**src/hw/rtl/tcce_pkg.sv**
```systemverilog
// tcce_pkg: shared types, codes and constants of the text console cell engine
// used by tcce_ctrl, tcce_dp and text_console_cell_engine
`timescale 1ns / 1ps
package tcce_pkg;

    localparam int MAX_COLUMNS_DEF = 128;
    localparam int MAX_LINES_DEF   = 64;

    localparam logic [1:0] OP_PUT  = 2'd0;
    localparam logic [1:0] OP_TICK = 2'd1;
    localparam logic [1:0] OP_READ = 2'd2;
    localparam logic [1:0] OP_SKIP = 2'd3;

    localparam logic [1:0] KIND_DRAW   = 2'd0;
    localparam logic [1:0] KIND_CURSOR = 2'd1;
    localparam logic [1:0] KIND_REDRAW = 2'd2;
    localparam logic [1:0] KIND_READ   = 2'd3;

    localparam logic [7:0] CH_LF    = 8'h0A;
    localparam logic [7:0] CH_CR    = 8'h0D;
    localparam logic [7:0] CH_BS    = 8'h08;
    localparam logic [7:0] CH_TAB   = 8'h09;
    localparam logic [7:0] CH_SPACE = 8'h20;
    localparam int         TAB_STEP = 4;

    localparam logic [1:0] REG_COLUMNS = 2'd0;
    localparam logic [1:0] REG_ROWS    = 2'd1;
    localparam logic [1:0] REG_VISIBLE = 2'd2;
    localparam logic [1:0] REG_BLINK   = 2'd3;

    localparam logic [7:0]  COLUMNS_RST = 8'd80;
    localparam logic [6:0]  ROWS_RST    = 7'd25;
    localparam logic [15:0] BLINK_RST   = 16'd125;

    localparam logic [3:0] CMD_NONE    = 4'd0;
    localparam logic [3:0] CMD_CLEAR   = 4'd1;
    localparam logic [3:0] CMD_HIDE_RD = 4'd2;
    localparam logic [3:0] CMD_HIDE_EV = 4'd3;
    localparam logic [3:0] CMD_PUT     = 4'd4;
    localparam logic [3:0] CMD_SC_INIT = 4'd5;
    localparam logic [3:0] CMD_SC_RD   = 4'd6;
    localparam logic [3:0] CMD_SC_WR   = 4'd7;
    localparam logic [3:0] CMD_BLANK   = 4'd8;
    localparam logic [3:0] CMD_REDRAW  = 4'd9;
    localparam logic [3:0] CMD_SHOW    = 4'd10;
    localparam logic [3:0] CMD_FINISH  = 4'd11;
    localparam logic [3:0] CMD_TICK    = 4'd12;
    localparam logic [3:0] CMD_CELL_RD = 4'd13;
    localparam logic [3:0] CMD_CELL_EV = 4'd14;

    typedef struct packed {
        logic [3:0] op;
        logic       last;
        logic       latch;
    } tcce_cmd_t;

    typedef struct packed {
        logic out_free;
        logic clr_last;
        logic geom_zero;
        logic hide_need;
        logic need_scroll;
        logic copy_done;
        logic sx_last;
        logic visible;
        logic blink_on;
        logic tick_fire;
    } tcce_status_t;

    typedef struct packed {
        logic [7:0]  columns;
        logic [6:0]  rows;
        logic        visible;
        logic [15:0] blink_period;
        logic        geom_wr;
        logic        vis_wr;
    } tcce_cfg_t;

endpackage

```
**src/hw/rtl/tcce_ctrl.sv**
```systemverilog
// tcce_ctrl: sequencer of the console, one item at a time
// depends on tcce_pkg; drives tcce_dp through command and status structs
`timescale 1ns / 1ps
module tcce_ctrl (
    input  logic                  aclk,
    input  logic                  aresetn,
    input  logic                  s_tvalid,
    input  logic [1:0]            s_tuser,
    output logic                  s_tready,
    input  tcce_pkg::tcce_status_t st,
    output tcce_pkg::tcce_cmd_t   cmd
);

    localparam logic [4:0] S_CLR      = 5'd0;
    localparam logic [4:0] S_IDLE     = 5'd1;
    localparam logic [4:0] S_PUT0     = 5'd2;
    localparam logic [4:0] S_HIDE_EV  = 5'd3;
    localparam logic [4:0] S_PUT      = 5'd4;
    localparam logic [4:0] S_CHK      = 5'd5;
    localparam logic [4:0] S_SC_RD    = 5'd6;
    localparam logic [4:0] S_SC_WR    = 5'd7;
    localparam logic [4:0] S_BLANK    = 5'd8;
    localparam logic [4:0] S_SC_END   = 5'd9;
    localparam logic [4:0] S_REDRAW   = 5'd10;
    localparam logic [4:0] S_SHOW_MID = 5'd11;
    localparam logic [4:0] S_SHOW     = 5'd12;
    localparam logic [4:0] S_TICK     = 5'd13;
    localparam logic [4:0] S_THIDE    = 5'd14;
    localparam logic [4:0] S_TSHOW    = 5'd15;
    localparam logic [4:0] S_CRD      = 5'd16;
    localparam logic [4:0] S_CEV      = 5'd17;

    logic [4:0] state_reg;
    logic [4:0] state_next;

    assign s_tready = (state_reg == S_IDLE);

    always_comb begin
        state_next = state_reg;
        cmd.op     = tcce_pkg::CMD_NONE;
        cmd.last   = 1'b0;
        cmd.latch  = 1'b0;
        unique case (state_reg)
            S_CLR: begin
                cmd.op = tcce_pkg::CMD_CLEAR;
                if (st.clr_last) state_next = S_IDLE;
            end
            S_IDLE: begin
                if (s_tvalid) begin
                    cmd.latch = 1'b1;
                    case (s_tuser)
                        tcce_pkg::OP_PUT:  state_next = S_PUT0;
                        tcce_pkg::OP_TICK: state_next = S_TICK;
                        tcce_pkg::OP_READ: state_next = S_CRD;
                        default:           state_next = S_IDLE;
                    endcase
                end
            end
            S_PUT0: begin
                if (st.geom_zero) begin
                    state_next = S_IDLE;
                end else if (st.hide_need) begin
                    cmd.op     = tcce_pkg::CMD_HIDE_RD;
                    state_next = S_HIDE_EV;
                end else begin
                    state_next = S_PUT;
                end
            end
            S_HIDE_EV: begin
                if (st.out_free) begin
                    cmd.op     = tcce_pkg::CMD_HIDE_EV;
                    state_next = S_PUT;
                end
            end
            S_PUT: begin
                if (st.out_free) begin
                    cmd.op     = tcce_pkg::CMD_PUT;
                    state_next = S_CHK;
                end
            end
            S_CHK: begin
                if (st.need_scroll) begin
                    cmd.op     = tcce_pkg::CMD_SC_INIT;
                    state_next = S_SC_RD;
                end else begin
                    state_next = S_SHOW;
                end
            end
            S_SC_RD: begin
                if (st.copy_done) begin
                    state_next = S_BLANK;
                end else begin
                    cmd.op     = tcce_pkg::CMD_SC_RD;
                    state_next = S_SC_WR;
                end
            end
            S_SC_WR: begin
                cmd.op     = tcce_pkg::CMD_SC_WR;
                state_next = S_SC_RD;
            end
            S_BLANK: begin
                cmd.op = tcce_pkg::CMD_BLANK;
                if (st.sx_last) state_next = S_SC_END;
            end
            S_SC_END: begin
                state_next = st.visible ? S_REDRAW : S_SHOW;
            end
            S_REDRAW: begin
                if (st.out_free) begin
                    cmd.op     = tcce_pkg::CMD_REDRAW;
                    state_next = st.blink_on ? S_SHOW_MID : S_SHOW;
                end
            end
            S_SHOW_MID: begin
                if (st.out_free) begin
                    cmd.op     = tcce_pkg::CMD_SHOW;
                    state_next = S_SHOW;
                end
            end
            S_SHOW: begin
                if (st.out_free) begin
                    cmd.op     = tcce_pkg::CMD_FINISH;
                    cmd.last   = 1'b1;
                    state_next = S_IDLE;
                end
            end
            S_TICK: begin
                cmd.op = tcce_pkg::CMD_TICK;
                if (!st.tick_fire)      state_next = S_IDLE;
                else if (!st.blink_on)  state_next = S_TSHOW;
                else if (st.hide_need)  state_next = S_THIDE;
                else                    state_next = S_IDLE;
            end
            S_THIDE: begin
                if (st.out_free) begin
                    cmd.op     = tcce_pkg::CMD_HIDE_EV;
                    cmd.last   = 1'b1;
                    state_next = S_IDLE;
                end
            end
            S_TSHOW: begin
                if (st.out_free) begin
                    cmd.op     = tcce_pkg::CMD_SHOW;
                    cmd.last   = 1'b1;
                    state_next = S_IDLE;
                end
            end
            S_CRD: begin
                cmd.op     = tcce_pkg::CMD_CELL_RD;
                state_next = S_CEV;
            end
            S_CEV: begin
                if (st.out_free) begin
                    cmd.op     = tcce_pkg::CMD_CELL_EV;
                    cmd.last   = 1'b1;
                    state_next = S_IDLE;
                end
            end
            default: state_next = S_CLR;
        endcase
    end

    always_ff @(posedge aclk) begin
        if (!aresetn) state_reg <= S_CLR;
        else          state_reg <= state_next;
    end

endmodule

```
**config.mk**
```make
export PLATFORM = sky130hd
export DESIGN_NAME = tcce_ctrl
export DESIGN_NICKNAME = d
export VERILOG_FILES = /design/src/hw/rtl/tcce_pkg.sv /design/src/hw/rtl/tcce_ctrl.sv
export SDC_FILE = /design/constraint.sdc
export NUM_CORES = 1
export LEC_CHECK = 0
export BUFFER_PORTS_ARGS = -buffer_cell sky130_fd_sc_hd__buf_2
export CORE_MARGIN = 1.5
export CORE_UTILIZATION = 47
export CTS_CLUSTER_SIZE = 14
export DETAILED_ROUTE_END_ITERATION = 8
export GPL_ROUTABILITY_DRIVEN = 0
export PLACE_DENSITY = 0.83
export SLEW_MARGIN = 0
export SYNTH_ARGS = -nofsm -noshare
export SYNTH_HDL_FRONTEND = slang
export SYNTH_SLANG_ARGS = --single-unit
```
**constraint.sdc**
```tcl
create_clock -name aclk -period 1.5 [get_ports aclk]
set_input_delay 0.075 -clock aclk [delete_from_list [all_inputs] [get_ports aclk]]
set_output_delay 0.075 -clock aclk [all_outputs]
set_load 0.02 [all_outputs]
```
# Word level (Yosys, flattened, before mapping)

Cells that the tools add are included.

Flip-flop bits (word level): 5
Logic and storage cells: 67
Output and inout port bits: 7
Input port bits: 15

Equal/unequal tests: 27
Muxes and demuxes: 35
Reductions and logical operators: 4

Operator list:

| cell                                                                    | number |
|---|---|
| 5-bit case mux with 15 select lines                                     | 1 |
| 4-bit case mux with 16 select lines                                     | 1 |
| 5-bit 2-to-1 mux                                                        | 11 |
| 5-bit by 4-bit == test with 1-bit output, second input constant         | 8 |
| 4-bit 2-to-1 mux                                                        | 7 |
| 3-bit 2-to-1 mux                                                        | 8 |
| 5-bit by 3-bit == test with 1-bit output, second input constant         | 4 |
| 5-bit case mux with 3 select lines                                      | 1 |
| 2-bit inequality test, second input constant                            | 7 |
| 5-bit by 2-bit == test with 1-bit output, second input constant         | 2 |
| 5-bit == test, second input constant                                    | 2 |
| 8-bit AND reduction                                                     | 1 |
| 2-bit 2-to-1 mux                                                        | 3 |
| 5-bit by 1-bit == test with 1-bit output, second input constant         | 1 |
| 5-bit logical NOT                                                       | 1 |
| 1-bit case mux with 4 select lines                                      | 1 |
| 4-bit OR reduction                                                      | 1 |
| 2-bit by 1-bit == test with 1-bit output, second input constant         | 1 |
| 2-bit == test, second input constant                                    | 1 |
| 2-bit logical NOT                                                       | 1 |
| 1-bit 2-to-1 mux                                                        | 2 |
| 2-bit by 1-bit inequality test with 1-bit output, second input constant | 1 |

# Logic depth before layout (Yosys ltp)

Gate-level depths: netlist (run 1).

Word-level depth: 4
Gate-level depth with buffers: 6
Mapped depth without buffers: 5

# Least setup slack after synthesis (run 1)

Ideal clock, no wire load.

Path kind: flip-flop to output port
Start point: register state_reg[4]
End point: output cmd[4] in the netlist's numbering
Buffers on the path: 1
Cell stages (with the launch flop): 7
Required time: 1425 ps
Path slack: -117 ps
Arrival: 1542 ps
Cells stage by stage: dfxtp_1 -> buf_6 -> nor2b_1 -> nand2_1 -> a21oi_1 -> a31oi_1 -> o31ai_1

RTL lines:

| what                   | RTL line         | RTL |
|---|---|---|
| from (decl)            | tcce_ctrl.sv:33  | `logic [4:0] state_reg;` |
| from (signal assigned) | tcce_ctrl.sv:165 | `else state_reg <= state_next;` |
| to (decl)              | tcce_ctrl.sv:11  | `output tcce_pkg::tcce_cmd_t cmd` |

==> results of run 1 <==
## cells by family (layout without fill, tap and decap cells)
kind of cell	Yosys count	after routing	synth area share, %
DFF	5	5	11.99
AOI/OAI and AO/OA	41	41	37.48
buffers and inverters	14	78	12.74
muxes	2	2	2.399
and+or+nand+nor	55	55	35.38
## cells in the final DEF, fill, tap and decap left out, types with 4 or more instances in the layout
cell	netlist	layout
sky130_fd_sc_hd__buf_2	0	15
sky130_fd_sc_hd__dfxtp_4	0	5
sky130_fd_sc_hd__nor2_1	7	4
sky130_fd_sc_hd__a31oi_1	7	5
sky130_fd_sc_hd__buf_6	4	12
sky130_fd_sc_hd__a21oi_1	8	6
sky130_fd_sc_hd__buf_4	1	40
sky130_fd_sc_hd__inv_1	6	5
sky130_fd_sc_hd__nor3_1	8	6
sky130_fd_sc_hd__nand2_1	13	12
sky130_fd_sc_hd__nand3_1	4	4
sky130_fd_sc_hd__nand2b_1	5	4
## cell type report
| cell class | count | area share, % |
|---|---|---|
| tap | 17 | 1.411 |
| sequential | 5 | 7.884 |
| clock buffer | 4 | 1.743 |
| inverter | 6 | 1.660 |
| multi-input combinational | 98 | 52.12 |
| timing repair buffer | 68 | 35.19 |
## timing repair
item / 4_1_cts / 5_1_grt
endpoints found under the hold margin: 0 / 0
buffers inserted: 8 / 12
hold buffers: 0 / 0
resized for setup: 30 / 28
endpoints found under the setup margin: 12 / 12
cloned: 0 / 0
pin swaps: 9 / 7
## metrics by stage
step / power [mW] / hold WS [ns] / setup WS (ns) / instances
2_1_floorplan: 0.9328 / 0.2092 / -0.1019 / 117
3_3_place_gp: 1.287 / 0.3699 / -0.2140 / 176
3_5_place_dp: 1.309 / 0.3740 / -0.2748 / 176
4_1_cts: 1.666 / 0.1352 / -0.3490 / 188
5_1_grt: 2.170 / 0.1543 / -0.4148 / 198
6_report: 2.095 / 0.1546 / -0.3861 / 198
## routing by layer
layer	track usage (%)	wire length (um)	vias up
li1	-	-	578
met1	47.96	1567	632
met5	0	0	-
met3	4.800	491	40
met4	14.12	291	0
met2	63.14	1908	132
## power groups by stage
stage	clock network, mW	logic (mW)	registers, mW
after global placement	0	1.05	0.240
after global routing	0.180	1.73	0.260
after detailed placement	0	1.07	0.243
after floorplan	0	0.746	0.187
after CTS	0.155	1.26	0.250
final	0.165	1.67	0.263
## worst max-delay path by stage
stage	depth (start not counted)	to	startpoint	slack, ns
after global routing	8	cmd[4]	state_reg[1]$_SDFFE_PN0P_	-0.41
after CTS	6	cmd[3]	state_reg[3]$_SDFFE_PN0P_	-0.35
after floorplan	6	cmd[4]	state_reg[4]$_SDFFE_PN0P_	-0.10
final	6	cmd[3]	state_reg[3]$_SDFFE_PN0P_	-0.39
after global placement	6	state_reg[2]$_SDFFE_PN0P_	state_reg[2]$_SDFFE_PN0P_	-0.21
after detailed placement	6	state_reg[1]$_SDFFE_PN0P_	state_reg[2]$_SDFFE_PN0P_	-0.27
## worst max-delay path: stages (launching register included)
cell,delay [ns]
sky130_fd_sc_hd__dfxtp_4,0.36
sky130_fd_sc_hd__or3b_1,0.39
sky130_fd_sc_hd__a211oi_2,0.27
sky130_fd_sc_hd__buf_4,0.15
sky130_fd_sc_hd__a31oi_1,0.04
sky130_fd_sc_hd__o211ai_1,0.19
sky130_fd_sc_hd__buf_4,0.18
==> impl_metrics.sql, run 1 <==
INSERT INTO impl_metrics (metric_group, metric, value, unit) VALUES
('outcome', 'status', 'finished with violations', ''),
('outcome', 'failed_checks', 'negative setup slack', ''),
('floorplanning', 'effective_utilization_at_floorplan', '49.41', '%'),
('synth', 'yosys.cell_count.top_type', 'sky130_fd_sc_hd__nand2_1', ''),
('clock_tree', 'worst_skew_pair.late_latency', '0.25', 'ns'),
('worst_hold_path', 'worst_hold_path_type', 'in2reg', ''),
('power', 'switching_power_summed_over_all_nets', '989.4', 'uW'),
('placement', 'place_hpwl', '2106', 'um'),
('finish', 'fin_nets', '197', ''),
('power', 'seq_power_share', '12.6', '%'),
('timing', 'final_hold_viol_count', '0', ''),
('clock_tree', 'max-clock-path-buffers', '2', ''),
('timing', 'setup_failing_eps_final', '12', ''),
('worst_hold_path', 'worstHoldPathCells', '2', ''),
('timing', 'worstMarginPinSlew', '0.5375', 'ns'),
('timing', 'grt_setup_unrepaired', 'yes', ''),
('route', 'routed_wire_length_per_instance', '21.51', 'um'),
('route', 'dr_total_vias', '1382', ''),
('finish', 'final_layout_size_suffix_gt1_share', '59.12', '%'),
('floorplanning', 'die-width', '45.14', 'um'),
('worst_hold_path', 'whs_endpoint', 'state_reg[4]$_SDFFE_PN0P_', ''),
('finish', 'num-fill-cells', '86', ''),
('route', 'initialDrtViolationCount', '126', ''),
('global_route', 'number_of_global_route_vias_before_repair', '1142', ''),
('synth', 'synth.cells.most_frequent', '13 x sky130_fd_sc_hd__nand2_1, 8 x sky130_fd_sc_hd__a21oi_1, 8 x sky130_fd_sc_hd__nor3_1', ''),
('global_route', 'grt_start_max_net_pins', '10', ''),
('global_route', 'grt_pass1_wl', '5499', 'um'),
('synth', 'synthTopCellsByArea', 'sky130_fd_sc_hd__dfxtp_1 12%, sky130_fd_sc_hd__nand2_1 5.8%, sky130_fd_sc_hd__buf_6 5.4%', ''),
('route', 'dr.pass1.iters', '5', ''),
('synth', 'leading_register_cell_type_out_of_synthesis', 'sky130_fd_sc_hd__dfxtp_1', ''),
('synth', 'post_synth_arst_share', '0', '%'),
('timing', 'fin_crit', '1.886', 'ns'),
('timing', 'setup_total_negative_slack', '-3.611', 'ns'),
('finish', 'final_core_utilization', '89.26', '%'),
('worst_hold_path', 'hold_path.startpoint', 'aresetn', ''),
('synth', 'synth-seq-area-share', '11.99', '%'),
('power', 'power_density_over_the_cells', '1390', 'mW/mm2'),
('placement', 'placed_instance_area', '0.001126', 'mm2'),
('clock_tree', 'htree_num_levels', '1', ''),
('timing', 'layout_skew', '0.007922', 'ns'),
('setup_path', 'cp_max_fo', '3', ''),
('finish', 'diodes', '0', ''),
('power', 'sw_frac_of_total', '47.22', '%'),
('floorplanning', 'placementRows', '15', ''),
('setup_path', 'required_time_reported_for_the_critical_path_endpoint', '1.42', 'ns'),
('finish', 'syn2layout_area_growth', '80.66', '%'),
('synth', 'synth_enable_flop_cells', '0', ''),
('placement', 'numPortBuffers', '21', ''),
('clock_tree', 'cts_tree', 'built', ''),
('synth', 'largest_area_contributor_in_the_netlist', 'sky130_fd_sc_hd__dfxtp_1', ''),
('synth', 'netlist_instances', '117', ''),
('floorplanning', 'core', '0.001689', 'mm2'),
('finish', 'flip_flop_count_of_the_largest_register_all_copies_and_words_added', '5', ''),
('finish', 'regArea', '118.9', 'um2'),
('setup_path', 'worst-r2r-setup-slack', '-0.36', 'ns'),
('synth', 'synth.top_cell.area_share', '11.99', '%'),
('setup_path', 'crit_path_end_kind', 'output port', ''),
('route', 'route.final.wire_length', '4258', 'um'),
('setup_path', 'reg2reg_capture_point', 'state_reg[2]$_SDFFE_PN0P_', ''),
('global_route', 'groute.usage.overall', '37.40', '%'),
('setup_path', 'worst_r2r_startpoint', 'state_reg[1]$_SDFFE_PN0P_', ''),
('floorplanning', 'floorplan.die.height', '45.14', 'um'),
('finish', 'area_of_combinational_cells_with_multiple_inputs', '785.8', 'um2'),
('global_route', 'grt_overflow_total', '0', ''),
('timing', 'achievable-frequency', '530.2', 'MHz'),
('synth', 'yosys_warnings', '0', ''),
('setup_path', 'path_class', 'reg2out', ''),
('synth', 'post_synthesis_area_per_instance', '7.133', 'um2'),
('synth', 'ys_ff_latch', '5', ''),
('clock_tree', 'clock_sink_count', '5', ''),
('timing', 'final.setup.worst_slack', '-0.3861', 'ns');
Note: power is estimated with default switching activity, not from simulation.
==> inputs of run 2 (changes only) <==
--- a/config.mk
+++ b/config.mk
@@ -12,6 +12,7 @@
 export DETAILED_ROUTE_END_ITERATION = 8
 export GPL_ROUTABILITY_DRIVEN = 0
 export PLACE_DENSITY = 0.83
+export RECOVER_POWER = 100
 export SLEW_MARGIN = 0
 export SYNTH_ARGS = -nofsm -noshare
 export SYNTH_HDL_FRONTEND = slang
==> constraint.sdc (replaced) <==
create_clock -name aclk -period 1.5 [get_ports aclk]
set_input_delay 0.075 -clock aclk [delete_from_list [all_inputs] [get_ports aclk]]
set_output_delay 0.075 -clock aclk [all_outputs]
set_load 0.05 [all_outputs]
==> impl_metrics.sql, run 2 (same netlist as run 1, synthesis figures left out) <==
INSERT INTO impl_metrics (metric_group, metric, value, unit) VALUES
('outcome', 'status', 'finished with violations', ''),
('outcome', 'failed_checks', 'negative setup slack', ''),
('finish', 'fin_nets', '195', ''),
('setup_path', 'crit_chain', 'buf_6 -> nor3b_4 -> nand2_1 -> nor3b_2 -> a31oi_1 -> o211ai_1 -> buf_4', ''),
('timing', 'achievable-frequency', '517.3', 'MHz'),
('clock_tree', 'cts_made_buffers', '3', ''),
('finish', 'final_cell_count_no_fill', '196', ''),
('global_route', 'number_of_global_route_vias_before_repair', '1165', ''),
('clock_tree', 'worst_skew_pair.late_latency', '0.26', 'ns'),
('timing', 'final_hold_viol_count', '0', ''),
('finish', 'final_layout_size_suffix_gt1_share', '63.69', '%'),
('clock_tree', 'postCtsHoldBufs', '0', ''),
('floorplanning', 'effective_utilization_at_floorplan', '49.41', '%'),
('power', 'power.leakage', '0.6428', 'nW'),
('placement', 'numPortBuffers', '21', ''),
('timing', 'worstMarginPinSlew', '0.5131', 'ns'),
('timing', 'fin_crit', '1.933', 'ns'),
('job', 'maxCapViolCount', '0', ''),
('global_route', 'initial_antenna_violation_count', '0', ''),
('clock_tree', 'htree_num_levels', '1', ''),
('setup_path', 'cp-startpoint', 'state_reg[2]$_SDFFE_PN0P_', ''),
('finish', 'layout.cells.most_common_list', '38 x sky130_fd_sc_hd__buf_4, 14 x sky130_fd_sc_hd__buf_2, 12 x sky130_fd_sc_hd__nand2_1', ''),
('finish', 'final_cell_area', '0.001582', 'mm2'),
('setup_path', 'cp_slowest_stage_delay', '0.38', 'ns'),
('floorplanning', 'placementRows', '15', ''),
('clock_tree', 'clock_sink_count', '5', ''),
('global_route', 'grt_overflow_total', '0', ''),
('global_route', 'grt_pass1_wl', '5368', 'um'),
('global_route', 'grt_start_max_net_pins', '10', ''),
('route', 'remaining_drc_errors', '0', ''),
('floorplanning', 'core', '0.001689', 'mm2'),
('clock_tree', 'clock_tree.root_cell', 'sky130_fd_sc_hd__clkbuf_4', ''),
('setup_path', 'worst_r2r_startpoint', 'state_reg[4]$_SDFFE_PN0P_', ''),
('setup_path', 'critPathLaunchType', 'register', ''),
('finish', 'flip_flop_count_of_the_largest_register_all_copies_and_words_added', '5', ''),
('setup_path', 'worst-endpoint-arrival', '1.86', 'ns'),
('route', 'route.final.wire_length', '4674', 'um'),
('finish', 'diodes', '0', ''),
('floorplanning', 'i_o_pins', '22', ''),
('timing', 'max_slew_headroom', '64.91', '%'),
('floorplanning', 'fp.dieArea', '0.002038', 'mm2'),
('route', 'dr_total_vias', '1438', ''),
('setup_path', 'crit_path_end_kind', 'output port', ''),
('route', 'routed_wire_length_per_instance', '23.85', 'um'),
('placement', 'place_hpwl', '2218', 'um'),
('placement', 'placed_instance_area', '0.001174', 'mm2'),
('setup_path', 'cp_max_fo', '7', ''),
('timing', 'layout_skew', '0.002983', 'ns'),
('timing', 'post-route-period-util', '128.9', '%'),
('timing', 'setup_failing_eps_final', '12', ''),
('clock_tree', 'max-clock-path-buffers', '2', ''),
('power', 'power_density_over_the_cells', '1458', 'mW/mm2'),
('setup_path', 'timing.reg2reg.worst_path_depth', '7', ''),
('timing', 'grt_setup_unrepaired', 'yes', ''),
('finish', 'syn2layout_area_growth', '89.51', '%'),
('clock_tree', 'cts_tree', 'built', ''),
('setup_path', 'reg2reg_capture_point', 'state_reg[1]$_SDFFE_PN0P_', ''),
('floorplanning', 'floorplan.die.height', '45.14', 'um'),
('route', 'detail-route-antenna-nets', '0', ''),
('route', 'initialDrtViolationCount', '99', ''),
('setup_path', 'worst-r2r-setup-slack', '-0.29', 'ns'),
('setup_path', 'path_class', 'reg2out', ''),
('route', 'via_per_inst', '7.337', ''),
('route', 'dr.pass1.iters', '5', ''),
('worst_hold_path', 'worst_hold_path_type', 'in2reg', ''),
('global_route', 'groute.usage.overall', '35.63', '%'),
('placement', 'dp.cells', '179', ''),
('finish', 'final_core_utilization', '93.63', '%'),
('setup_path', 'crit_path_end', 'cmd[3]', ''),
('power', 'ir_drop', '0.001107', 'V'),
('clock_tree', 'path_clk_slew', '0.05', 'ns'),
('setup_path', 'required_time_reported_for_the_critical_path_endpoint', '1.42', 'ns'),
('setup_path', 'crit_slowest_cell', 'sky130_fd_sc_hd__dfxtp_4', ''),
('timing', 'finalMaxSlewViolations', '0', ''),
('timing', 'final.setup.worst_slack', '-0.4332', 'ns'),
('finish', 'most_frequent_standard_cell_in_the_layout_excluding_fill_and_tap_cells', 'sky130_fd_sc_hd__buf_4', ''),
('floorplanning', 'die-width', '45.14', 'um');
==> run 2: cell count changes in the layout (fill, tap and decap cells not counted), moves of 2 or more <==
cell / change
sky130_fd_sc_hd__buf_8: +3
sky130_fd_sc_hd__a31oi_1: -2
sky130_fd_sc_hd__buf_4: -2
sky130_fd_sc_hd__nand2b_1: -2
sky130_fd_sc_hd__nand2b_4: +2
sky130_fd_sc_hd__nor2_2: -2
sky130_fd_sc_hd__or4_1: -2
sky130_fd_sc_hd__or4_4: +2
==> run 2: how the worst min path moves through the flow <==
stage               startpoint                         to  slack (ns)  depth (start not counted)
floorplan              aresetn  state_reg[4]$_SDFFE_PN0P_        0.21                          1
global placement       aresetn  state_reg[4]$_SDFFE_PN0P_        0.37                          2
detailed placement     aresetn  state_reg[4]$_SDFFE_PN0P_        0.37                          2
CTS                    aresetn  state_reg[4]$_SDFFE_PN0P_        0.13                          2
global route           aresetn  state_reg[4]$_SDFFE_PN0P_        0.15                          2
finish                 aresetn  state_reg[4]$_SDFFE_PN0P_        0.12                          2
==> run 2: timing repair <==
action	in CTS	in global routing
setup buffers	3	10
endpoints found under the setup margin	12	12
pin swaps	10	13
gates resized for setup	40	27
==> run 2: critical path, delay by kind of cell (launching register included) <==
kind | cells | cell delay (ns)
and+or+nand+nor | 3 | 0.61
AOI/OAI and AO/OA | 2 | 0.20
buffers and inverters | 2 | 0.39
DFF | 1 | 0.38
==> run 2: through the flow <==
| stage | setup WS (ns) | power, mW | hold slack [ns] | setup TNS, ns |
|---|---|---|---|---|
| 6_report | -0.4332 | 2.307 | 0.1204 | -2.974 |
| 2_1_floorplan | -0.3893 | 1.116 | 0.2092 | -1.049 |
| 3_5_place_dp | -0.2014 | 1.533 | 0.3686 | -1.520 |
| 5_1_grt | -0.4890 | 2.380 | 0.1469 | -3.416 |
| 4_1_cts | -0.2880 | 1.898 | 0.1271 | -1.941 |
| 3_3_place_gp | -0.1521 | 1.507 | 0.3674 | -0.9515 |
==> run 2: area by class of cell <==
| cell class | count | area (um2) |
|---|---|---|
| multi-input cells | 98 | 864.6 |
| repair buffers | 66 | 524.3 |
| flip-flops and latches | 5 | 118.9 |
| fillers | 59 | 107.6 |
| clock buffers | 4 | 26.28 |
| inverters | 6 | 26.28 |
| well taps | 17 | 21.27 |
==> run 2: layer usage <==
| layer | global-route usage [%] | vias to the layer above | wire length (um) |
|---|---|---|---|
| met2 | 60.00 | 151 | 2150 |
| met1 | 43.51 | 648 | 1601 |
| met5 | 0 | - | 0 |
| met3 | 7.200 | 58 | 533 |
| met4 | 15.29 | 0 | 389 |
| li1 | - | 581 | - |
==> run 2: power by group <==
part | total [mW] | switching, mW | internal [mW] | leakage, nW
combinational | 1.88 | 1.04 | 0.842 | 0.583
sequential | 0.244 | 0.0680 | 0.176 | 0.0444
clock | 0.180 | 0.0782 | 0.102 | 0.0150
total | 2.31 | 1.19 | 1.12 | 0.643
